===== src/rtl/core/ght_pkg.sv =====
package ght_pkg;

  localparam int DEF_NUM_SLOTS = 1024;
  localparam int DEF_GEN_SHIFT = 12;

  localparam int ACT_W  = 2;
  localparam int ID_W   = 31;
  localparam int SLOT_W = 10;
  localparam int STAT_W = 2;

  // padded stream widths
  localparam int IN_DATA_W  = 80;
  localparam int OUT_DATA_W = 48;

  typedef enum logic [ACT_W-1:0] {
    ACT_ALLOC  = 2'd0,
    ACT_FREE   = 2'd1,
    ACT_LOOKUP = 2'd2,
    ACT_RUN    = 2'd3
  } action_t;

  typedef enum logic [STAT_W-1:0] {
    STAT_OK      = 2'd0,
    STAT_NO_SLOT = 2'd1,
    STAT_BAD     = 2'd2
  } status_t;

  typedef struct packed {
    action_t           action;
    logic [ID_W-1:0]   handle_id;
    logic [ID_W-1:0]   owner_id;
    logic [SLOT_W-1:0] slot;
    logic              check_owner;
  } req_t;

  typedef struct packed {
    status_t           status;
    logic              slot_valid;
    logic [SLOT_W-1:0] slot_index;
    logic [ID_W-1:0]   slot_id;
  } res_t;

  // state updates decided by the evaluation stage
  typedef struct packed {
    logic we;
    logic pop;
    logic push;
    logic run;
  } upd_t;

endpackage


===== src/rtl/core/ght_ram.sv =====
module ght_ram
  import ght_pkg::*;
#(
  parameter int WIDTH = 8,
  parameter int DEPTH = 16
) (
  input  logic                     clk,
  input  logic                     we,
  input  logic [$clog2(DEPTH)-1:0] waddr,
  input  logic [WIDTH-1:0]         wdata,
  input  logic                     re,
  input  logic [$clog2(DEPTH)-1:0] raddr,
  output logic [WIDTH-1:0]         rdata
);

  logic [WIDTH-1:0] mem [DEPTH];
  logic [WIDTH-1:0] rdata_r;

  always_ff @(posedge clk) begin
    if (we) begin
      mem[waddr] <= wdata;
    end
    if (re) begin
      rdata_r <= mem[raddr];
    end
  end

  assign rdata = rdata_r;

endmodule


===== config.mk =====
export PLATFORM = sky130hd
export DESIGN_NAME = ght_ram
export DESIGN_NICKNAME = d
export VERILOG_FILES = /design/src/rtl/core/ght_pkg.sv /design/src/rtl/core/ght_ram.sv
export SDC_FILE = /design/constraint.sdc
export NUM_CORES = 1
export LEC_CHECK = 0
export BUFFER_PORTS_ARGS = -buffer_cell sky130_fd_sc_hd__buf_2
export CORE_MARGIN = 2
export CORE_UTILIZATION = 40
export DETAILED_ROUTE_END_ITERATION = 10
export PLACE_DENSITY_LB_ADDON = 0.1
export SLEW_MARGIN = 20
export SYNTH_ARGS = -nofsm -noshare
export SYNTH_HDL_FRONTEND = slang
export SYNTH_SLANG_ARGS = --single-unit

===== constraint.sdc =====
create_clock -name clk -period 4.6 [get_ports clk]
set_input_delay 0.92 -clock clk [delete_from_list [all_inputs] [get_ports clk]]
set_output_delay 0.92 -clock clk [all_outputs]
set_load 0.01 [all_outputs]

# ---- Word-level counts from Yosys, hierarchy flattened
# Memory sizes are Yosys's and may differ from the RTL's. A register that Yosys moved wholly into a read port is not among the register bits.
# Index checks and enable logic that the tools add are counted.
dict set report totals {
  register_bits 0
  latch_bits 0
  ramBits 128
  mem_bits_ro 0
  in_bits 19
  output_inout_bits 8
  word_cells 3
  mem_count 1
}
# memory depth width read_ports rd_ports_with_merged_regs wr line
set memory_table {}
lappend memory_table {mem 16 8 1 1 1 ght_ram.sv:16} ;# logic [WIDTH-1:0] mem [DEPTH];
dict set report op_classes {
  add_sub_neg 0
  multipliers 0
  div_mod_pow 0
  order_cmp 0
  eq_ne 0
  n_shift 0
  n_mux 2
  bitwise 0
  n_reduce_logical 0
}
# op n
set ops {}
lappend ops {{$mux 1} 2}

# ---- Longest topological paths before layout
# Gate-level depths: netlist of run 1.
dict set report depth {
  ltp_word 2
  depth_mapped 5
  mapped_depth_nobuf 3
}

# ---- Worst setup path before layout of run 1
# No wires, ideal clock.
dict set report synth_path {
  path_type {in2reg}
  from {in waddr[2]}
  to {mem mem[0][0] (enable)}
  setup_time_ns 0.383
  t_arrival_ns 2.030
  required_ns 4.217
  setup_slack_ns 2.187
  path_stages 2
  n_path_buf 0
  path_cell_list {or3b_2 nor3_1}
}
# element line
set synth_lines {}
lappend synth_lines {{from (decl)} ght_ram.sv:9} ;# input logic [$clog2(DEPTH)-1:0] waddr,
lappend synth_lines {{to (decl)} ght_ram.sv:16}
# Straight into the memory's write port.

==> metrics.md, run 1 <==
| Metric | Value |
|---|---|
| Outcome | finished, final reports clean |
| CP Class | primary input to flip-flop |
| DP HPWL | 6.395 mm |
| Drt drc | 0 |
| TritonCTS clock tree | built |
| CTS root buf | clkbuf_16 |
| CTS Buf Count | 17 |
| Max-Slew Margin vs Limit | 34.98% |
| Die height | 118.3 µm |
| Drt first-iter violations | 199 |
| Post-synthesis sequential area ratio | 78.12% |
| Fraction of layout cells with a size suffix above 1 | 25.09% |
| Smallest hold slack | 0.7463 ns |
| Synth Instances | 229 |
| R2R cell count | 3 |
| Post-DR vias/cell | 5.259 |
| Vias in the first global route | 2454 |
| Synth warn | 0 |
| P&R area growth vs syn | 15.25% |
| Max_cap viols | 0 |
| Core ar. | 12670 µm² |
| Total grt overflow | 0 |
| Met3 capacity usage during global routing | 4.344% |
| R2R Setup Slk | 3.09 ns |
| RSZ-0062 raised after global routing | no |
| Post-layout minimum cycle time | 2.616 ns |
| Most common cell after layout, fill and taps aside | edfxtp_1 |
| Pin count of the biggest net entering global routing | 33 |
| Commonest non-fill, non-tap cells in the layout | edfxtp_1 (136), buf_2 (26), mux4_2 (18) |
| DR pass1 iterations | 4 |
| R2r startpoint | mem[3][7]$_DFFE_PP_ |
| Max clock buf depth | 2 |
| Crit-path slowest cell | buf_2 |
| Wire length per cell | 22.73 µm |
| Endpoints failing setup | 0 |
| Post-synthesis area per instance | 22.83 µm² |
| GPL Wtd Cong | 0.7178 |
| Startpoint Class | primary input |
| Port bufs | 26 |
| CP cell instances | buf_2, buf_4, mux4_1, a22oi_1, nand2_1 |
| Post-Syn Area | 5228 µm² |
| Max Slew Vio Count | 0 |
| CP startpoint | raddr[0] |
| Hold Path Class | flip-flop to flip-flop |
| Nets | 287 |
| Postcts setup bufs | 0 |
| Worst Max-Slew Pin Slew | 0.9716 ns |
| CTS resizes | 0 |
| Detailed-route via count | 2372 |
| Site Rows | 41 |
| Crit Path Max Fanout | 27 |
| I/O Pins | 27 |
| Die footprint | 14000 µm² |
| Global-route wire length before repair | 15.32 mm |
| Die width | 118.3 µm |
| Clock Skews | 0.004906 ns |
| Initial antenna violation count | 0 |
| Antenna Cells | 0 |
| Final wirelength | 10.25 mm |
| Gr usage total | 15.94% |
| Final period util | 56.87% |
| GR Layer Usage met1 | 22.31% |
| Syn nets | 248 |
| Insertion delay to the later sink of the worst-skew pair | 0.41 ns |
| Worst Setup End Kind | flip-flop |
| Final hold violations | 0 |
| GR peak layer | met2 |
| Starting Density | 41.26% |
| Max Clk Rate | 0.3823 GHz |
| VDD IR max | 0.0002395 V |
| CTS H-tree lvls | 4 |
| Biggest cell delay along the critical path | 0.70 ns |
| Cts hold-fix bufs | 0 |
| Pwr/cell area | 448.1 nW/µm² |
| Leak | 1.976 nW |
| Clock transition at the registers of the reported paths | 0.05 ns |
| Setup_tns | 0 ns |
| Data arrival, critical path | 2.76 ns |
| Worst Setup EP | rdata[1]$_DFFE_PP_ |
| Synth Register Bits | 136 |
| # clock sinks | 136 |
| Antenna-violating nets left | 0 |
| M2 GR Usage | 23.27% |
| Post-synthesis cell type count | 18 |
| Reg2reg end | rdata[7]$_DFFE_PP_ |
| WP data required | 4.75 ns |
-- how the worst min path moves through the flow --
stage | endpoint | slack (ns) | cells past startpoint | startpoint
after global routing | rdata[2]$_DFFE_PP_ | 0.78 | 3 | mem[7][2]$_DFFE_PP_
final | rdata[2]$_DFFE_PP_ | 0.75 | 3 | mem[7][2]$_DFFE_PP_
after CTS | rdata[2]$_DFFE_PP_ | 0.75 | 3 | mem[7][2]$_DFFE_PP_
after detailed placement | rdata[2]$_DFFE_PP_ | 0.74 | 3 | mem[7][2]$_DFFE_PP_
after floorplan | rdata[0]$_DFFE_PP_ | 0.70 | 3 | mem[7][0]$_DFFE_PP_
after global placement | rdata[3]$_DFFE_PP_ | 0.74 | 3 | mem[3][3]$_DFFE_PP_
-- area by class of cell --
class	instances	area, µm²
fill	1050	6646
sequential	136	4084
multi-input combinational	83	1062
clock buffer	23	447.9
tap	172	215.2
timing repair buffer	30	160.2
clock inverter	7	55.05
-- synth_stat cells, drive strengths merged --
| master | count | area (µm²) |
|---|---|---|
| mux4 | 32 | 773.2 |
| nand2 | 9 | 33.78 |
| nand3b | 2 | 15.01 |
| clkdlybuf4s25 | 3 | 30.03 |
| nor2b | 1 | 6.260 |
| nor2 | 13 | 48.80 |
| a22oi | 16 | 120.1 |
| and2b | 1 | 7.510 |
| nand2b | 2 | 12.51 |
| nand3 | 1 | 5.000 |
| buf | 7 | 56.30 |
| edfxtp | 136 | 4084 |
| nor3 | 4 | 20.02 |
| and2 | 1 | 6.260 |
| or3b | 1 | 8.760 |
-- report_power, final --
part | total [W] | switching (W) | leakage [nW] | internal, W
Combinational | 0.000123 | 0.0000739 | 0.495 | 0.0000491
Sequential | 0.00140 | 0.00000640 | 1.24 | 0.00140
Clock | 0.00117 | 0.000447 | 0.245 | 0.000725
Total | 0.00270 | 0.000527 | 1.98 | 0.00217
-- registers in the layout (all words and copies together) (netlist names) --
name	cells
rdata	8
mem	128
-- per-layer routing --
metal / vias up / wire length, µm
met2: 61 / 4789
met1: 1237 / 4846
met3: 16 / 444
li1: 1058 / -
met4: 0 / 173
met5: - / 0
-- metrics by stage --
stage               instances  setup WS, ns  power (W)  cell area, µm²  utilization (%)
floorplan                 229         2.187   0.001501            5228                -
global placement          421         1.502   0.001554            5522            43.58
detailed placement        421         1.489   0.001556            5522            43.58
CTS                       451         1.928   0.002734            6025            47.55
global route              451         1.787   0.002783            6025            47.55
finish                    451         1.984   0.002699            6025            47.55
-- critical path: cells and delay by family --
kind / cells / cell delay [ns]
simple gates: 1 / 0.08
compound gates: 1 / 0.20
mux: 1 / 0.55
buf+inv: 2 / 1.00
-- kinds of logic (layout without fill, tap and decap cells) --
family          Yosys count  after routing  share of synthesized area (%)
simple gates             35             35                          3.136
compound gates           16             16                          2.298
buf+inv                  10             60                          1.651
flops                   136            136                          78.12
mux                      32             32                          14.79
Note: power is estimated with default switching activity, not from simulation.
==> run 2: changes to the inputs <==
--- a/config.mk
+++ b/config.mk
@@ -5,6 +5,7 @@
 export SDC_FILE = /design/constraint.sdc
 export NUM_CORES = 1
 export LEC_CHECK = 0
+export ABC_AREA = 1
 export BUFFER_PORTS_ARGS = -buffer_cell sky130_fd_sc_hd__buf_2
 export CORE_MARGIN = 2
 export CORE_UTILIZATION = 40
==> constraint.sdc (replaced) <==
create_clock -name clk -period 2.5 [get_ports clk]
set_input_delay 0.5 -clock clk [delete_from_list [all_inputs] [get_ports clk]]
set_output_delay 0.5 -clock clk [all_outputs]
set_load 0.01 [all_outputs]
==> metrics.md, run 2 <==
| Metric | Value |
|---|---|
| Outcome | finished, final reports clean |
| Async set-reset flop share out of synthesis | 0% |
| Post-synthesis cell type count | 11 |
| Fraction of layout cells with a size suffix above 1 | 11.35% |
| Pin count of the biggest net entering global routing | 41 |
| Worst Max-Slew Pin Slew | 0.8575 ns |
| Post-synth top flop | edfxtp_1 |
| Starting Density | 40.54% |
| Post-Syn Area | 5847 µm² |
| Final wirelength | 13.56 mm |
| Syn nets | 570 |
| Postcts setup bufs | 0 |
| CP startpoint | waddr[3] |
| Post-layout minimum cycle time | 1.541 ns |
| Max-Slew Margin vs Limit | 42.63% |
| Area after DPL | 6146 µm² |
| Die height | 124.9 µm |
| R2r startpoint | mem[9][1]$_DFFE_PP_ |
| Total grt overflow | 0 |
| Drt drc | 0 |
| Hold path depth | 1 |
| Clock transition at the registers of the reported paths | 0.06 ns |
| CP Class | primary input to flip-flop |
| DR pass1 iterations | 5 |
| Endpoints failing setup | 0 |
| TritonCTS clock tree | built |
| Synth top area share | 69.85% |
| Port bufs | 26 |
| Detailed-route via count | 3756 |
| Commonest non-fill, non-tap cells in the layout | nand2_1 (173), edfxtp_1 (136), inv_1 (100) |
| Hold Path Class | primary input to flip-flop |
| CTS Buf Count | 17 |
| Max_cap viols | 0 |
| RSZ-0062 raised after global routing | no |
| Post-synthesis area per instance | 10.61 µm² |
| Clock Skews | 0.006938 ns |
| Synth Instances | 551 |
| Cell count after placement | 751 |
| Filler instances | 1375 |
| Synth top cells by count | nand2_1 (173), edfxtp_1 (136), inv_1 (100), nand3_1 (97), nor2_1 (17) |
| Leak | 2.886 nW |
| Reg2reg end | rdata[1]$_DFFE_PP_ |
| CTS resizes | 0 |
| Most common cell after layout, fill and taps aside | nand2_1 |
| Antenna-violating nets left | 0 |
| Gr usage total | 18.46% |
| Global-route wire length before repair | 21.28 mm |
| Post-synth top area cell | edfxtp_1 |
| Die width | 124.9 µm |
| Pwr/cell area | 789.7 nW/µm² |
| CTS root buf | clkbuf_16 |
| Vias in the first global route | 3580 |
| Core ar. | 14420 µm² |
| Worst Setup End Kind | flip-flop |
| Post-synthesis sequential area ratio | 69.85% |
| Worst Setup EP | mem[4][7]$_DFFE_PP_ |
| EDFF count, synth | 136 |
| Site Rows | 44 |
| Drt first-iter violations | 329 |
| Crit Path Max Fanout | 8 |
| Final hold violations | 0 |
| Data arrival, critical path | 1.58 ns |
| Wire length per cell | 17.32 µm |
| I/O Pins | 27 |
| Die footprint | 15600 µm² |
| VDD IR max | 0.0006073 V |
| Max reg flops | 128 |
| CTS H-tree lvls | 4 |
| R2R Setup Slk | 1.32 ns |
| Fin area | 6714 µm² |
| Cts hold-fix bufs | 0 |
| Final core utilization | 46.55% |
| WP data required | 2.53 ns |
| GPL Wtd Cong | 0.7934 |
| R2R cell count | 6 |
| Initial antenna violation count | 0 |
| Max Clk Rate | 0.6490 GHz |
| Synth warn | 0 |
| Antenna Cells | 0 |
| Register with the most flip-flops | mem |
| Nets | 605 |
| Setup_tns | 0 ns |
| Synth top area cells | edfxtp_1 (70%), nand2_1 (11%), nand3_1 (8.3%) |
| Most numerous cell in the Yosys netlist | nand2_1 |
| Max Slew Vio Count | 0 |
| P&R area growth vs syn | 14.83% |
| Synth Register Bits | 136 |
| Insertion delay to the later sink of the worst-skew pair | 0.41 ns |
| # clock sinks | 136 |
| DP HPWL | 8.470 mm |
| Non-filler instance count after layout | 783 |
| Post-DR vias/cell | 4.797 |
| Startpoint Class | primary input |
| Max clock buf depth | 2 |
| Final period util | 61.64% |
-- run 2: changes by cell type after synthesis, sizes merged, moves of 3 or more --
cell	delta
nand2	+164
clkdlybuf4s25	-3
mux4	-32
nand3	+96
inv	+102
nor3	-4
buf	+17
a22oi	-16
nor2	+4
-- run 2: area by class of cell --
type                       instances  area [µm²]  area share, %
clock buffer                      19       432.9          6.448
clock inverter                    13       135.1          2.013
inverter                         102       382.9          5.703
multi-input combinational        289        1214          18.08
sequential                       136        4084          60.83
tap                              184       230.2          3.429
timing repair buffer              40       235.2          3.504
-- run 2: cell families (layout without fill, tap and decap cells) --
group / after synthesis / in the layout / synth area share [%]
buf+inv: 126 / 174 / 9.394
simple gates: 289 / 289 / 20.76
flops: 136 / 136 / 69.85
-- run 2: layer usage --
metal  share of wire [%]  global-route usage [%]
met1                  48                   26.71
met2                  46                   27.68
met3                 5.0                   5.198
met4                0.95                   4.837
met5                   0                       0
-- run 2: critical path: stages --
cell	delay, ns
buf_2	0.12
nand3b_1	0.25
nor2_1	0.70
-- run 2: report_power, final --
part	switching, W	internal, W	total [W]
clock	0.000868	0.00154	0.00241
combinational	0.000224	0.0000840	0.000308
sequential	0.0000151	0.00257	0.00259
-- run 2: per-stage QoR --
| step | total power [W] | hold WS, ns | setup WS [ns] |
|---|---|---|---|
| 6_report | 0.005302 | 0.4467 | 0.9591 |
| 3_5_place_dp | 0.002945 | 0.7533 | 0.5033 |
| 2_1_floorplan | 0.002814 | 0.5989 | 1.049 |
| 4_1_cts | 0.005358 | 0.4298 | 0.9457 |
| 3_3_place_gp | 0.002945 | 0.7635 | 0.5470 |
| 5_1_grt | 0.005493 | 0.4325 | 0.8981 |
-- run 2: worst min-delay path by stage --
stage	start	to	slack, ns
floorplan	wdata[0]	mem[0][0]$_DFFE_PP_	0.60
global placement	mem[5][1]$_DFFE_PP_	rdata[1]$_DFFE_PP_	0.76
detailed placement	mem[14][0]$_DFFE_PP_	rdata[0]$_DFFE_PP_	0.75
CTS	re	rdata[1]$_DFFE_PP_	0.43
global route	re	rdata[2]$_DFFE_PP_	0.43
finish	re	rdata[4]$_DFFE_PP_	0.45
==> run 3: changes to the inputs <==
==> constraint.sdc (replaced) <==
create_clock -name clk -period 1.28 [get_ports clk]
set_input_delay 0.256 -clock clk [delete_from_list [all_inputs] [get_ports clk]]
set_output_delay 0.256 -clock clk [all_outputs]
set_load 0.01 [all_outputs]
==> metrics.md, run 3 (synthesized netlist as in run 2, its figures left out) <==
| Metric | Value |
|---|---|
| Max_cap viols | 0 |
| Die footprint | 15600 µm² |
| Commonest non-fill, non-tap cells in the layout | nand2_1 (173), edfxtp_1 (136), inv_1 (100) |
| Drt first-iter violations | 287 |
| P&R area growth vs syn | 18.68% |
| CP startpoint | rdata[6]$_DFFE_PP_ |
| Antenna Cells | 0 |
| Final hold violations | 0 |
| Max-Slew Margin vs Limit | 72.72% |
| # clock sinks | 136 |
| CP Class | flip-flop to output pin |
| CTS Buf Count | 17 |
| Initial antenna violation count | 0 |
| CP cell instances | buf_2 |
| VDD IR max | 0.0008521 V |
| Crit Path Max Fanout | 1 |
| Post-layout minimum cycle time | 1.290 ns |
| Core ar. | 14420 µm² |
| Violated checks | setup timing |
| WP data required | 1.02 ns |
| Total grt overflow | 0 |
| I/O Pins | 27 |
| Fin area | 6939 µm² |
| Fraction of layout cells with a size suffix above 1 | 14.22% |
| Insertion delay to the later sink of the worst-skew pair | 0.41 ns |
| Worst Max-Slew Pin Slew | 0.4092 ns |
| Data arrival, critical path | 1.03 ns |
| R2R Setup Slk | 0.11 ns |
| Final period util | 100.8% |
| Crit path max-delay family | flip-flops |
| R2r startpoint | mem[2][0]$_DFFE_PP_ |
| Pin count of the biggest net entering global routing | 47 |
| Area after DPL | 6371 µm² |
| Leak | 3.016 nW |
| Starting Density | 40.54% |
| Pwr/cell area | 1509 nW/µm² |
| Die height | 124.9 µm |
| CTS root buf | clkbuf_16 |
| Max Slew Vio Count | 0 |
| Outcome | complete, but fails checks |
| Cell count after placement | 771 |
| Detailed-route via count | 3905 |
| Die width | 124.9 µm |
| RSZ-0062 raised after global routing | yes |
| CTS resizes | 0 |
| Nets | 625 |
| Final wirelength | 14.53 mm |
| Cell depth of the worst setup path | 1 |
| Antenna-violating nets left | 0 |
| Register with the most flip-flops | mem |
| Cts hold-fix bufs | 0 |
| Wire length per cell | 18.09 µm |
| Hold Path Class | primary input to flip-flop |
| Biggest cell delay along the critical path | 0.45 ns |
| Vias in the first global route | 3844 |
| Startpoint Class | flip-flop |
| R2R cell count | 6 |
| Crit-path slowest cell | edfxtp_1 |
| GPL Wtd Cong | 0.8176 |
| CTS H-tree lvls | 4 |
| Port bufs | 26 |
| DP HPWL | 9.643 mm |
| Endpoints failing setup | 2 |
| TritonCTS clock tree | built |
| Worst Setup EP | rdata[6] |
| Clock Skews | 0.007450 ns |
| Global-route wire length before repair | 22.34 mm |
| Max clock buf depth | 2 |
| Drt drc | 0 |
| Final core utilization | 48.11% |
| Setup_tns | -0.01068 ns |
| Non-filler instance count after layout | 803 |
| Gr usage total | 19.62% |
| Post-DR vias/cell | 4.863 |
| Worst path bufs/invs | 1 |
| DR pass1 iterations | 5 |
| Max reg flops | 128 |
| Max Clk Rate | 0.7752 GHz |
| Worst Setup End Kind | output pin |
| Site Rows | 44 |
| Reg2reg end | rdata[0]$_DFFE_PP_ |
| Most common cell after layout, fill and taps aside | nand2_1 |
| Clock transition at the registers of the reported paths | 0.06 ns |
| Final worst slack | -0.009932 ns |
| Filler instances | 1347 |
run 3: worst min path at each step:
stage	from	endpoint	slack, ns	depth (start not counted)
6_report	re	rdata[5]$_DFFE_PP_	0.23	1
3_5_place_dp	re	rdata[1]$_DFFE_PP_	0.65	1
3_3_place_gp	re	rdata[5]$_DFFE_PP_	0.65	1
5_1_grt	re	rdata[5]$_DFFE_PP_	0.21	1
2_1_floorplan	wdata[0]	mem[0][0]$_DFFE_PP_	0.35	0
4_1_cts	re	rdata[5]$_DFFE_PP_	0.21	1
run 3: through the flow:
stage                     worst slack [ns]  power, W  hold slack [ns]
after CTS                         -0.03058   0.01057           0.2144
after global placement             -0.2406  0.005820           0.6489
final                            -0.009932   0.01047           0.2288
after global routing              -0.04155   0.01084           0.2083
after floorplan                    0.07316  0.005495           0.3549
after detailed placement           -0.2331  0.005828           0.6506
run 3: layout make-up:
class | count | area [µm²] | share of cell area, %
timing repair buffer | 60 | 460.4 | 6.635
inverter | 102 | 382.9 | 5.517
sequential | 136 | 4084 | 58.85
clock buffer | 19 | 432.9 | 6.239
tap | 184 | 230.2 | 3.318
multi-input combinational | 289 | 1214 | 17.49
clock inverter | 13 | 135.1 | 1.947
run 3: what timing repair did:
action / in CTS / in global routing
pin swaps: 0 / 0
cloned: 0 / 0
endpoints found under the setup margin: 3 / 4
setup buffers: 0 / 0
run 3: metal layers:
metal / part of all wire [%] / up-vias / global-route usage (%)
li1: - / 1888 / -
met1: 47 / 1900 / 27.15
met2: 47 / 99 / 30.73
met3: 4.2 / 18 / 4.167
met4: 1.7 / 0 / 7.386
met5: 0 / - / 0
run 3: power breakdown:
group / switching [W] / total [W] / internal, W
combinational: 0.000455 / 0.000672 / 0.000217
sequential: 0.0000334 / 0.00505 / 0.00502
clock: 0.00174 / 0.00475 / 0.00301
total: 0.00223 / 0.0105 / 0.00825
