$ cat src/rtl/core/ght_pkg.sv
package ght_pkg;

  localparam int DEF_NUM_SLOTS = 1024;
  localparam int DEF_GEN_SHIFT = 12;

  localparam int ACT_W  = 2;
  localparam int ID_W   = 31;
  localparam int SLOT_W = 10;
  localparam int STAT_W = 2;

  // padded stream widths
  localparam int IN_DATA_W  = 80;
  localparam int OUT_DATA_W = 48;

  typedef enum logic [ACT_W-1:0] {
    ACT_ALLOC  = 2'd0,
    ACT_FREE   = 2'd1,
    ACT_LOOKUP = 2'd2,
    ACT_RUN    = 2'd3
  } action_t;

  typedef enum logic [STAT_W-1:0] {
    STAT_OK      = 2'd0,
    STAT_NO_SLOT = 2'd1,
    STAT_BAD     = 2'd2
  } status_t;

  typedef struct packed {
    action_t           action;
    logic [ID_W-1:0]   handle_id;
    logic [ID_W-1:0]   owner_id;
    logic [SLOT_W-1:0] slot;
    logic              check_owner;
  } req_t;

  typedef struct packed {
    status_t           status;
    logic              slot_valid;
    logic [SLOT_W-1:0] slot_index;
    logic [ID_W-1:0]   slot_id;
  } res_t;

  // state updates decided by the evaluation stage
  typedef struct packed {
    logic we;
    logic pop;
    logic push;
    logic run;
  } upd_t;

endpackage

$ cat src/rtl/core/ght_eval.sv
module ght_eval
  import ght_pkg::*;
#(
  parameter int NUM_SLOTS = DEF_NUM_SLOTS,
  parameter int GEN_SHIFT = DEF_GEN_SHIFT,
  localparam int IDX_W = $clog2(NUM_SLOTS)
) (
  input  req_t             req,
  input  logic [IDX_W-1:0] idx,
  input  logic             slot_in_range,
  input  logic             ent_live,
  input  logic [ID_W-1:0]  ent_id,
  input  logic [ID_W-1:0]  ent_owner,
  input  logic [IDX_W-1:0] ent_next,
  input  logic [IDX_W-1:0] free_head,
  input  logic             free_empty,
  input  logic [IDX_W-1:0] cur_slot,
  input  logic             cur_valid,
  input  logic [ID_W-1:0]  cur_id,
  output res_t             res,
  output upd_t             upd,
  output logic             wr_live,
  output logic [ID_W-1:0]  wr_id,
  output logic [ID_W-1:0]  wr_owner,
  output logic [IDX_W-1:0] wr_next
);

  localparam logic [31:0] GEN_STEP = 32'd1 << GEN_SHIFT;
  localparam logic [31:0] IDX_CLR  = ~(32'(NUM_SLOTS) - 32'd1);

  logic [31:0]       gen_sum;
  logic [31:0]       gen_raw;
  logic [31:0]       gen;
  logic [ID_W-1:0]   new_id;
  logic [31:0]       idx32;
  logic [31:0]       cur32;
  logic [SLOT_W-1:0] idx_out;
  logic [SLOT_W-1:0] cur_out;
  logic              owner_ok;

  // next generation: bump, clear the index bits, wrap if non-positive
  always_comb begin
    gen_sum = {1'b0, ent_id} + GEN_STEP;
    gen_raw = gen_sum & IDX_CLR;
    gen     = ((gen_raw == 32'd0) || gen_raw[31]) ? GEN_STEP : gen_raw;
    new_id  = gen[ID_W-1:0] | ID_W'(idx);
  end

  assign idx32   = 32'(idx);
  assign cur32   = 32'(cur_slot);
  assign idx_out = idx32[SLOT_W-1:0];
  assign cur_out = cur32[SLOT_W-1:0];

  assign owner_ok = !req.check_owner ||
                    (cur_valid && ((idx == cur_slot) || (ent_owner == cur_id)));

  always_comb begin
    res      = '{status: STAT_BAD, slot_valid: 1'b0, slot_index: '0, slot_id: '0};
    upd      = '0;
    wr_live  = ent_live;
    wr_id    = ent_id;
    wr_owner = ent_owner;
    wr_next  = ent_next;
    unique case (req.action)
      ACT_ALLOC: begin
        if (free_empty) begin
          res.status = STAT_NO_SLOT;
        end else begin
          upd.we   = 1'b1;
          upd.pop  = 1'b1;
          wr_live  = 1'b1;
          wr_id    = new_id;
          wr_owner = req.owner_id;
          res      = '{status: STAT_OK, slot_valid: 1'b1, slot_index: idx_out,
                       slot_id: new_id};
        end
      end
      ACT_FREE: begin
        if (slot_in_range && ent_live) begin
          upd.we   = 1'b1;
          upd.push = 1'b1;
          wr_live  = 1'b0;
          wr_next  = free_head;
          res      = '{status: STAT_OK, slot_valid: 1'b1, slot_index: idx_out,
                       slot_id: ent_id};
        end
      end
      ACT_LOOKUP: begin
        if (req.handle_id == '0) begin
          res.status = STAT_OK;
          if (cur_valid) begin
            res.slot_valid = 1'b1;
            res.slot_index = cur_out;
            res.slot_id    = cur_id;
          end
        end else if (ent_live && (ent_id == req.handle_id) && owner_ok) begin
          res = '{status: STAT_OK, slot_valid: 1'b1, slot_index: idx_out,
                  slot_id: ent_id};
        end
      end
      ACT_RUN: begin
        if (slot_in_range && ent_live) begin
          upd.run = 1'b1;
          res     = '{status: STAT_OK, slot_valid: 1'b1, slot_index: idx_out,
                      slot_id: ent_id};
        end
      end
      default: begin
        res.status = STAT_BAD;
      end
    endcase
  end

endmodule

$ cat config.mk
export PLATFORM = sky130hd
export DESIGN_NAME = ght_eval
export DESIGN_NICKNAME = d
export VERILOG_FILES = /design/src/rtl/core/ght_pkg.sv /design/src/rtl/core/ght_eval.sv
export SDC_FILE = /design/constraint.sdc
export NUM_CORES = 1
export LEC_CHECK = 0
export BUFFER_PORTS_ARGS = -buffer_cell sky130_fd_sc_hd__buf_4
export CAP_MARGIN = 10
export CELL_PAD_IN_SITES_DETAIL_PLACEMENT = 1
export CELL_PAD_IN_SITES_GLOBAL_PLACEMENT = 2
export CORE_ASPECT_RATIO = 1.1
export CORE_MARGIN = 4
export CORE_UTILIZATION = 17
export DETAILED_ROUTE_END_ITERATION = 8
export PLACE_DENSITY_LB_ADDON = 0.3
export SLEW_MARGIN = 30
export SYNTH_ARGS = -nofsm -noshare
export SYNTH_HDL_FRONTEND = slang
export SYNTH_SLANG_ARGS = --single-unit
$ cat constraint.sdc
create_clock -name vclk -period 7.3
set_clock_uncertainty 0.1 [all_clocks]
set_input_delay 2.19 -clock vclk [all_inputs]
set_output_delay 2.19 -clock vclk [all_outputs]
set_load 0.05 [all_outputs]
Word level (Yosys, flattened, before mapping)
Index checks and enable logic that the tools add are counted.
Storage, ports and cells
  output and inout bits: 121
  logic and storage cells: 43
  register bits: 0
  input bits: 212
Cells by class
  muxes and demuxes: 23
  $add $sub $neg: 1
  equality and inequality tests: 6
  reduce and logical (&&, ||, !) cells: 12
  bitwise gates (word level): 1
Operators by type and width (count)
  two-way mux 31 bit: 5
  two-way mux 44 bit: 3
  one-hot mux 44 bit (3 select lines): 1
  two-way mux 42 bit: 2
  equality test 31 bit: 2
  adder 31 x 13 -> 32 bit (second input constant): 1
  logical NOT 32 bit: 1
  logical NOT 31 bit: 1
  bitwise OR 31 x 10 -> 31 bit: 1
  two-way mux 10 bit: 2
  equality test 10 bit: 1
  two-way mux 1 bit: 7
  equality test 2 bit (second input constant): 2
  logical AND 1 bit: 4
  one-hot mux 1 bit (2 select lines): 2
  logical OR 1 bit: 3
  equality test 2 x 1 -> 1 bit (second input constant): 1
  logical NOT 2 bit: 1
  two-way mux 2 bit: 1
  OR reduction 2 bit: 1
  logical NOT 1 bit: 1

Depth between registers and ports, before layout
Gate-level depths: netlist (run 1).
  depth after elaboration: 8
  depth in mapped cells: 11
  mapped depth without buffers: 9

Worst setup path before layout (run 1)
OpenSTA, ideal clock, no wires.
  path type: in2out
  from: input ent_id[26]
  to: output res[21] in the netlist's numbering
  cell stages on the path: 11
  arrival time: 4.641 ns
  slack: 0.369 ns
  cells stage by stage: clkbuf_1 -> xnor2_1 -> nand4_1 -> nor4_1 -> nand2_1 -> nor2_1 -> a31o_2 -> buf_2 -> buf_4 -> a21oi_1 -> o211ai_1
RTL lines
  start: declaration: line ght_eval.sv:12  | input logic [ID_W-1:0] ent_id,
  end: declaration: line ght_eval.sv:20  | output res_t res,

==> results of run 1 <==
## kinds of logic (layout without fill, tap and decap cells)
family | Yosys count | in the layout
xor+xnor | 78 | 78
mux | 1 | 1
simple gates | 327 | 327
compound gates | 99 | 99
fa+ha+maj | 2 | 2
buf+inv | 59 | 355
## tightest hold or removal path, stage by stage
cell	delay, ns
sky130_fd_sc_hd__buf_4	0.08
sky130_fd_sc_hd__nand2_1	0.04
sky130_fd_sc_hd__nand2_1	0.05
sky130_fd_sc_hd__buf_4	0.18
## cells in the final DEF, fill, tap and decap left out, drive strengths merged, types with 2 or more instances in the layout
cell / Yosys / layout
nor4: 17 / 17
a211o: 6 / 6
nor2: 26 / 26
nand3: 28 / 28
nor2b: 4 / 4
a221o: 4 / 4
a21oi: 18 / 18
and2: 2 / 2
nand2: 188 / 188
buf: 17 / 336
nor3b: 2 / 2
inv: 19 / 19
and3: 6 / 6
o211ai: 7 / 7
xor2: 2 / 2
a31oi: 4 / 4
o31ai: 2 / 2
nor3: 14 / 14
a22o: 12 / 12
ha: 2 / 2
or3: 8 / 8
nand4: 25 / 25
o21ai: 20 / 20
nand2b: 4 / 4
a222oi: 10 / 10
a22oi: 2 / 2
xnor2: 76 / 76
a21o: 5 / 5
## power groups by stage
stage	logic, mW	registers (mW)	clock network (mW)
after detailed placement	0.495	0	0
after CTS	0.497	0	0
after global routing	0.521	0	0
after global placement	0.494	0	0
after floorplan	0.271	0	0
final	0.492	0	0
## routing by layer
layer / global-route usage / vias to the layer above
met3: 0.03107 / 12
met1: 0.2582 / 2498
met4: 0.02097 / 0
met2: 0.3984 / 208
li1: - / 2570
met5: 0 / -
## area by class of cell
cell class	instances	area [µm²]
fill	2405	12620
multi-input combinational	507	2990
timing repair buffer	336	2560
tap	243	304.0
inverter	19	71.32
## through the flow
step | setup slack [ns] | hold slack (ns) | std cells | util | power (mW)
global placement | 0.1588 | 4.622 | 1105 | 0.3192 | 0.4939
detailed placement | 0.2463 | 4.626 | 1105 | 0.3192 | 0.4951
finish | 0.2181 | 4.624 | 1105 | 0.3196 | 0.4921
global route | 0.06972 | 4.641 | 1105 | 0.3196 | 0.5209
CTS | 0.2285 | 4.627 | 1105 | 0.3192 | 0.4966
floorplan | 0.3689 | 4.458 | 566 | - | 0.2714
## path summary, 6_finish.rpt
path / slack [ns] / depth (start not counted) / startpoint / end
setup / recovery: 0.22 / 11 / idx[5] / res[21]
hold / removal: 4.62 / 4 / free_head[0] / wr_next[0]
==> out/qor_table.md, run 1 <==
| Group | Parameter | This run |
|---|---|---|
| layout | Area growth from synthesis to layout | 83.35% |
| power | Share of total power in combinational logic | 1.000 |
| sta | Number of endpoints failing setup at the final stage | 0 |
| floorplanning | Die outline width | 139.5 µm |
| worst setup path | Crit end category | primary output |
| layout | Post-route cell area | 0.005926 mm² |
| sta | Setup total negative slack | 0 ns |
| route | Total Wirelength | 24.03 mm |
| sta | Final critical-path required period | 7.082 ns |
| route | Starting DRC count in detailed routing | 317 |
| sta | Number of pins with negative max-slew slack in the final report | 0 |
| worst setup path | CP top delay family | compound AO/OA/AOI/OAI gates |
| power | Part of the total power dissipated in the clock network | 0 |
| layout | Register Area | 0 µm² |
| sta | Final period utilization | 0.9701 |
| synth | Adder and majority gate portion of the synthesized area | 0.007743 |
| floorplanning | Area of the die | 0.02128 mm² |
| outcome | Status | finished clean |
| synth | Synth top area share | 0.2184 |
| layout | Final #Nets | 1078 |
| synth | Net Count, Synth | 780 |
| layout | Share of cells above drive strength 1 | 0.4095 |
| route | Total DRC errors in the routed layout | 0 |
| layout | FFs & Latches | 0 |
| worst setup path | Startpoint kind of the worst setup timing path | primary input |
| sta | Worst slew pin tran | 0.5545 ns |
| layout | Clkbuf count | 0 |
| route | Via density | 4.786 |
| power | Switching share of power | 0.6221 |
| grt | Total global routing overflow | 0 |
| placed design | Routability congestion estimate | 0.8650 |
| worst setup path | Largest fanout on the critical path | 29 |
| grt | First-pass GRT wire length | 35.19 mm |
| synth | Post-synthesis mux area share | 0.003097 |
| grt | Vias in the first global route | 5479 |
| placed design | Placed wire-length estimate | 20.74 mm |
| synth | Share of the synthesized netlist area taken by xor and xnor gates | 0.2114 |
| worst setup path | Cell chain of the critical path | buf_4 -> xnor2_1 -> nand4_1 -> nor4_1 -> a21oi_1 -> o21ai_0 -> a31o_2 -> buf_12 -> a21oi_1 -> o211ai_1 -> buf_4 |
| sta | Endpoints failing hold | 0 |
| power | Portion of total power attributed to sequential cells | 0 |
| flow run | Max-cap violation count | 0 |
| power | Leakage power | 2.974 nW |
| sta | Max-slew headroom | 0.6269 |
| synth | Commonest cells in the synthesized netlist | sky130_fd_sc_hd__nand2_1 (188), sky130_fd_sc_hd__xnor2_1 (76), sky130_fd_sc_hd__nand3_1 (27), sky130_fd_sc_hd__nor2_1 (26) |
| power | IR drop worst, VDD | 0.02877 mV |
| worst setup path | Kind of critical path | in2out |
| cts | Setup bufs post-CTS | 0 |
| route | Met3 layer wire length in the routed design | 1.508 mm |
| synth | Biggest area consumer among synthesized cells | sky130_fd_sc_hd__nand2_1 |
| route | Count of antenna-violating nets left after detailed routing | 0 |
| worst setup path | Critical-path top delay cell | sky130_fd_sc_hd__nor4_1 |
| layout | Diode count | 0 |
| synth | Share of synthesized area occupied by flip-flops and latches | 0 |
| synth | Number of warnings reported in the yosys synthesis log | 0 |
| sta | Setup repair after global routing missed its margin | no |
| route | Amount of wire on met2 after detailed routing | 12.52 mm |
| cts | Total of cells resized after clock tree synthesis | 0 |
| worst setup path | Combined buffer and inverter count along the critical path | 3 |
| floorplanning | Number of ports placed on the die boundary | 333 |
| floorplanning | Floorplan die height | 152.6 µm |
| route | First-pass iteration count of the detailed router | 5 |
| synth | Number of unique standard cell types used by synthesis | 51 |
| grt | Pin count of the biggest net entering global routing | 56 |
| placed design | Instance area after placement | 0.005919 mm² |
| power | Cell area power density | 83.05 mW/mm² |
| synth | Compound-Gate Fraction of Synth Area | 0.2226 |
| synth | Largest family of logic cells by synthesized area | simple AND/OR/NAND/NOR gates |
| min path | Type of the worst min-delay path | in2out |
| floorplanning | Placeable core area | 0.01854 mm² |
| route | Highest layer used for signal routing | met4 |
| floorplanning | Effective utilization at floorplan | 0.1743 |
| cts | Hold buffer count at CTS | 0 |
| worst setup path | Largest stage delay, worst path | 0.50 ns |
| synth | Synthesized area | 0.003232 mm² |
| synth | Post-synthesis area per instance | 5.710 µm² |
| grt | Initial antenna violation count | 0 |
| floorplanning | Standard-cell row count | 52 |
| worst setup path | Worst path arrival time | 4.79 ns |
| synth | Cell with the most instances after synthesis | sky130_fd_sc_hd__nand2_1 |
| route | M1 WL | 9.734 mm |
| synth | Number of instances in the synthesized netlist | 566 |
| grt | Global-route total usage across every layer | 0.2104 |
| placed design | Count of port buffers added during placement | 323 |
| worst setup path | Required time reported for the critical path endpoint | 5.01 ns |
| power | Switch Pwr | 0.3062 mW |
| power | Total internal power | 0.1860 mW |
| route | Vias post-DR | 5288 |
| synth | Cells taking the most area after synthesis | sky130_fd_sc_hd__nand2_1 (22%), sky130_fd_sc_hd__xnor2_1 (21%), sky130_fd_sc_hd__nand4_1 (4.5%) |
| synth | Simple-gate share of the synthesized area | 0.4766 |
| route | Final routed wire length divided by cell count | 21.75 µm |
| sta | Fmax | 141.2 MHz |
Power figures use the tool's default switching activity.
==> inputs of run 2 (changes only) <==
--- a/config.mk
+++ b/config.mk
@@ -11,7 +11,7 @@
 export CELL_PAD_IN_SITES_GLOBAL_PLACEMENT = 2
 export CORE_ASPECT_RATIO = 1.1
 export CORE_MARGIN = 4
-export CORE_UTILIZATION = 17
+export CORE_UTILIZATION = 14
 export DETAILED_ROUTE_END_ITERATION = 8
 export PLACE_DENSITY_LB_ADDON = 0.3
 export SLEW_MARGIN = 30
==> constraint.sdc (replaced) <==
create_clock -name vclk -period 6.5
set_clock_uncertainty 0.1 [all_clocks]
set_input_delay 1.95 -clock vclk [all_inputs]
set_output_delay 1.95 -clock vclk [all_outputs]
set_load 0.05 [all_outputs]
==> out/qor_table.md, run 2 (synthesized netlist as in run 1, its figures left out) <==
| Group | Parameter | This run |
|---|---|---|
| layout | Clkbuf count | 0 |
| layout | Share of cells above drive strength 1 | 0.4358 |
| placed design | Count of port buffers added during placement | 323 |
| layout | Final #Nets | 1111 |
| worst setup path | Worst path arrival time | 4.38 ns |
| route | Via density | 4.623 |
| route | Count of antenna-violating nets left after detailed routing | 0 |
| outcome | Status | finished clean |
| grt | First-pass GRT wire length | 37.42 mm |
| layout | Post-route cell area | 0.006265 mm² |
| flow run | Max-cap violation count | 0 |
| route | Total DRC errors in the routed layout | 0 |
| worst setup path | Largest stage delay, worst path | 0.40 ns |
| sta | Final critical-path required period | 6.431 ns |
| grt | Pin count of the biggest net entering global routing | 51 |
| worst setup path | Most frequent CP cell | sky130_fd_sc_hd__buf_4 |
| power | Leakage power | 3.136 nW |
| layout | Area growth from synthesis to layout | 93.84% |
| floorplanning | Area of the die | 0.02558 mm² |
| placed design | Routability congestion estimate | 0.8762 |
| worst setup path | Required time reported for the critical path endpoint | 4.45 ns |
| layout | Diode count | 0 |
| route | First-pass iteration count of the detailed router | 7 |
| sta | Number of pins with negative max-slew slack in the final report | 0 |
| route | Vias post-DR | 5525 |
| min path | Worst Hold Path EP | wr_next[4] |
| floorplanning | Effective utilization at floorplan | 0.1418 |
| min path | Type of the worst min-delay path | in2out |
| layout | FFs & Latches | 0 |
| worst setup path | Kind of critical path | in2out |
| sta | Endpoints failing hold | 0 |
| layout | Register Area | 0 µm² |
| sta | Final period utilization | 0.9894 |
| layout | Most frequent standard cell in the layout excluding fill and tap cells | sky130_fd_sc_hd__buf_4 |
| worst setup path | Largest fanout on the critical path | 4 |
| placed design | Instance area after placement | 0.006223 mm² |
| route | Total Wirelength | 25.88 mm |
| route | Final routed wire length divided by cell count | 21.66 µm |
| floorplanning | Number of ports placed on the die boundary | 333 |
| power | IR drop worst, VDD | 0.03132 mV |
| grt | Global-route total usage across every layer | 0.1879 |
| floorplanning | Die outline width | 152.9 µm |
| placed design | Placed wire-length estimate | 22.34 mm |
| worst setup path | Startpoint kind of the worst setup timing path | primary input |
| min path | Number of cells on the worst hold path | 4 |
| sta | Number of endpoints failing setup at the final stage | 0 |
| worst setup path | Critical path startpoint | ent_id[12] |
| worst setup path | Critical-path top delay cell | sky130_fd_sc_hd__a2111o_1 |
| sta | Worst slew pin tran | 0.5991 ns |
| sta | Fmax | 155.5 MHz |
| grt | Total global routing overflow | 0 |
| cts | Hold buffer count at CTS | 0 |
| worst setup path | Crit end category | primary output |
| floorplanning | Standard-cell row count | 58 |
| route | Starting DRC count in detailed routing | 304 |
| floorplanning | Floorplan die height | 167.4 µm |
| sta | Minimum hold slack | 4.145 ns |
| grt | Vias in the first global route | 5750 |
| min path | Origin of the worst min-delay path | free_head[4] |
| worst setup path | Cell chain of the critical path | buf_4 -> ha_1 -> buf_4 -> buf_4 -> nor2_1 -> o31ai_1 -> a2111o_1 -> nor3_4 -> or3_4 -> nor3_2 -> a211o_1 -> buf_4 |
| floorplanning | Placeable core area | 0.02279 mm² |
| grt | Initial antenna violation count | 0 |
| sta | Max-slew headroom | 0.6006 |
| layout | Leading cell types in the layout, fill and taps excluded | sky130_fd_sc_hd__buf_4 (366), sky130_fd_sc_hd__nand2_1 (188), sky130_fd_sc_hd__xnor2_1 (76), sky130_fd_sc_hd__nand3_1 (27), sky130_fd_sc_hd__nor2_1 (25) |
| power | Cell area power density | 90.80 mW/mm² |
-- run 2: layout make-up --
cell class	count	area (µm²)
Fill cell	2897	16520
Timing Repair Buffer	369	2808
Multi-Input combinational cell	507	3010
Inverter	19	71.32
Tap cell	300	375.4
-- run 2: power breakdown --
group          total [mW]  switching (mW)  internal [mW]
combinational       0.569           0.351          0.218
sequential              0               0              0
clock                   0               0              0
-- run 2: worst max path at each step --
| stage | slack [ns] | cells past startpoint | endpoint |
|---|---|---|---|
| finish | 0.07 | 12 | wr_id[26] |
| global route | -0.004 | 12 | wr_id[26] |
| CTS | -0.01 | 12 | res[19] |
| detailed placement | 0.01 | 12 | res[19] |
| global placement | -0.01 | 12 | res[19] |
| floorplan | 0.05 | 11 | res[21] |
-- run 2: per-layer routing --
layer  global-route usage  part of all wire  vias to the layer above
met2               0.3619              0.52                      227
met1               0.2206              0.40                     2630
met4              0.02983             0.021                        0
met5                    0                 0                        -
met3              0.03102             0.056                       28
li1                     -                 -                     2640
-- run 2: repair_timing --
action                     in CTS  in global routing
gates resized for setup         0                  6
pin swaps                       0                  2
buffers inserted                0                  2
setup endpoints to repair       1                 24
-- run 2: per-stage QoR --
step / setup WS (ns) / util / TNS (ns) / instances / total power, mW
after floorplan: 0.04894 / - / 0 / 566 / 0.3049
after global placement: -0.01168 / 0.2731 / -0.01168 / 1193 / 0.5706
after detailed placement: 0.01284 / 0.2731 / 0 / 1193 / 0.5725
after CTS: -0.01365 / 0.2731 / -0.01365 / 1193 / 0.5741
after global routing: -0.004137 / 0.2749 / -0.004137 / 1195 / 0.6035
final: 0.06920 / 0.2749 / 0 / 1195 / 0.5689
-- run 2: critical path, delay by kind of cell --
family	cells	cell delay [ns]
adder cells (fa/ha/maj)	1	0.23
AND/OR/NAND/NOR	4	0.74
buffers and inverters	4	0.62
AO/OA/AOI/OAI	3	0.82
==> inputs of run 3 (changes only) <==
--- a/config.mk
+++ b/config.mk
@@ -10,7 +10,7 @@
 export CELL_PAD_IN_SITES_DETAIL_PLACEMENT = 1
 export CELL_PAD_IN_SITES_GLOBAL_PLACEMENT = 2
 export CORE_ASPECT_RATIO = 1.1
-export CORE_MARGIN = 4
+export CORE_MARGIN = 10
 export CORE_UTILIZATION = 14
 export DETAILED_ROUTE_END_ITERATION = 8
 export PLACE_DENSITY_LB_ADDON = 0.3
==> out/qor_table.md, run 3 (synthesized netlist as in run 1, its figures left out) <==
| Group | Parameter | This run |
|---|---|---|
| route | Final routed wire length divided by cell count | 23.40 µm |
| grt | Pin count of the biggest net entering global routing | 42 |
| worst setup path | Largest stage delay, worst path | 0.38 ns |
| layout | Leading cell types in the layout, fill and taps excluded | sky130_fd_sc_hd__buf_4 (360), sky130_fd_sc_hd__nand2_1 (188), sky130_fd_sc_hd__xnor2_1 (76), sky130_fd_sc_hd__nand3_1 (27), sky130_fd_sc_hd__nor2_1 (26) |
| worst setup path | Crit path depth | 13 |
| floorplanning | Floorplan die height | 179.4 µm |
| floorplanning | Placeable core area | 0.02279 mm² |
| sta | Final critical-path required period | 6.385 ns |
| worst setup path | Kind of critical path | in2out |
| sta | Endpoints failing hold | 0 |
| floorplanning | Effective utilization at floorplan | 0.1418 |
| route | Via density | 4.477 |
| worst setup path | Startpoint kind of the worst setup timing path | primary input |
| floorplanning | Die outline width | 164.9 µm |
| route | Starting DRC count in detailed routing | 288 |
| sta | Number of pins with negative max-slew slack in the final report | 0 |
| sta | Fmax | 156.6 MHz |
| power | Cell area power density | 91.30 mW/mm² |
| grt | Initial antenna violation count | 0 |
| sta | Final period utilization | 0.9822 |
| route | Total Wirelength | 27.87 mm |
| layout | Area growth from synthesis to layout | 93.84% |
| layout | Clkbuf count | 0 |
| worst setup path | Combined buffer and inverter count along the critical path | 5 |
| placed design | Count of port buffers added during placement | 323 |
| placed design | Worst slack at placement | -0.01105 ns |
| worst setup path | Critical-path top delay cell | sky130_fd_sc_hd__or3_4 |
| sta | Setup total negative slack | 0 ns |
| worst setup path | CP top delay family | buffers and inverters |
| placed design | Placed wire-length estimate | 24.54 mm |
| worst setup path | Cell chain of the critical path | buf_4 -> ha_2 -> nand4_4 -> buf_4 -> o31a_1 -> a41o_1 -> nand4_1 -> nor3_4 -> or3_4 -> buf_4 -> buf_4 -> o211ai_1 -> buf_4 |
| layout | Share of cells above drive strength 1 | 0.4343 |
| layout | Final #Nets | 1107 |
| layout | FFs & Latches | 0 |
| grt | Global-route total usage across every layer | 0.1702 |
| min path | Type of the worst min-delay path | in2out |
| route | First-pass iteration count of the detailed router | 9 |
| layout | Filler instances | 2927 |
| placed design | Cell count after placement | 1185 |
| worst setup path | Required time reported for the critical path endpoint | 4.45 ns |
| floorplanning | Area of the die | 0.02957 mm² |
| route | M1 WL | 11.14 mm |
| floorplanning | Standard-cell row count | 58 |
| sta | Worst-case setup margin in the final layout | 0.1155 ns |
| layout | Register Area | 0 µm² |
| sta | Number of endpoints failing setup at the final stage | 0 |
| flow run | Max-cap violation count | 0 |
| outcome | Status | finished clean |
| min path | Number of cells on the worst hold path | 4 |
| route | Count of antenna-violating nets left after detailed routing | 0 |
| layout | Fin cells | 1191 |
| route | Amount of wire on met2 after detailed routing | 14.78 mm |
| layout | Most frequent standard cell in the layout excluding fill and tap cells | sky130_fd_sc_hd__buf_4 |
| worst setup path | Worst path arrival time | 4.33 ns |
| cts | Hold buffer count at CTS | 0 |
| grt | First-pass GRT wire length | 38.09 mm |
| worst setup path | Crit end category | primary output |
| route | Total DRC errors in the routed layout | 0 |
| route | Vias post-DR | 5332 |
| grt | Vias in the first global route | 5701 |
| power | Leakage power | 3.119 nW |
| worst setup path | Most frequent CP cell | sky130_fd_sc_hd__buf_4 |
| floorplanning | Number of ports placed on the die boundary | 333 |
| grt | Total global routing overflow | 0 |
| worst setup path | Largest fanout on the critical path | 6 |
| route | Met3 layer wire length in the routed design | 1.798 mm |
| sta | Worst slew pin tran | 0.4737 ns |
| sta | Setup repair after global routing missed its margin | no |
| placed design | Routability congestion estimate | 0.8677 |
| layout | Diode count | 0 |
| sta | Max-slew headroom | 0.6842 |
| power | IR drop worst, VDD | 0.02992 mV |
| layout | Fraction of the core area covered by cells at the end of the flow | 0.2749 |
| route | Highest layer used for signal routing | met4 |
==> run 3: cell types whose count changed in the layout (fill, tap and decap cells not counted), sizes merged <==
cell,before,now
buf,369,365
==> run 3: power breakdown <==
part           switching, mW  internal (mW)
logic                  0.355          0.217
clock network              0              0
registers                  0              0
==> run 3: path summary, 6_finish.rpt <==
check                 startpoint     endpoint
worst max-delay path  ent_id[12]      res[18]
worst min-delay path     req[16]  wr_owner[5]
==> run 3: timing repair <==
action	in CTS	in global routing
pin swaps	0	2
resized for setup	1	9
endpoints found under the setup margin	3	16
buffers inserted	0	6
gates cloned	0	0
==> run 3: final cells by class <==
type | count | area, µm² | area share
repair buffers | 365 | 2794 | 0.4460
multi-input cells | 507 | 3024 | 0.4827
well taps | 300 | 375.4 | 0.05992
inverters | 19 | 71.32 | 0.01138
==> run 3: worst min-delay path, stage by stage <==
cell	delay [ns]
sky130_fd_sc_hd__buf_4	0.08
sky130_fd_sc_hd__nand2_1	0.04
sky130_fd_sc_hd__nand2_1	0.05
sky130_fd_sc_hd__buf_4	0.19
==> run 3: stage by stage <==
step                cell area [µm²]  total power, mW  hold WS, ns
CTS                            6182           0.5741        4.150
global placement               6176           0.5708        4.144
floorplan                      3232           0.3049        3.978
global route                   6265           0.6065        4.157
detailed placement             6176           0.5723        4.149
finish                         6265           0.5720        4.146
==> run 3: routing by layer <==
layer,vias to the layer above,track usage
met1,2508,0.1984
met5,-,0
met4,0,0.008493
met2,188,0.3291
li1,2630,-
met3,6,0.02994
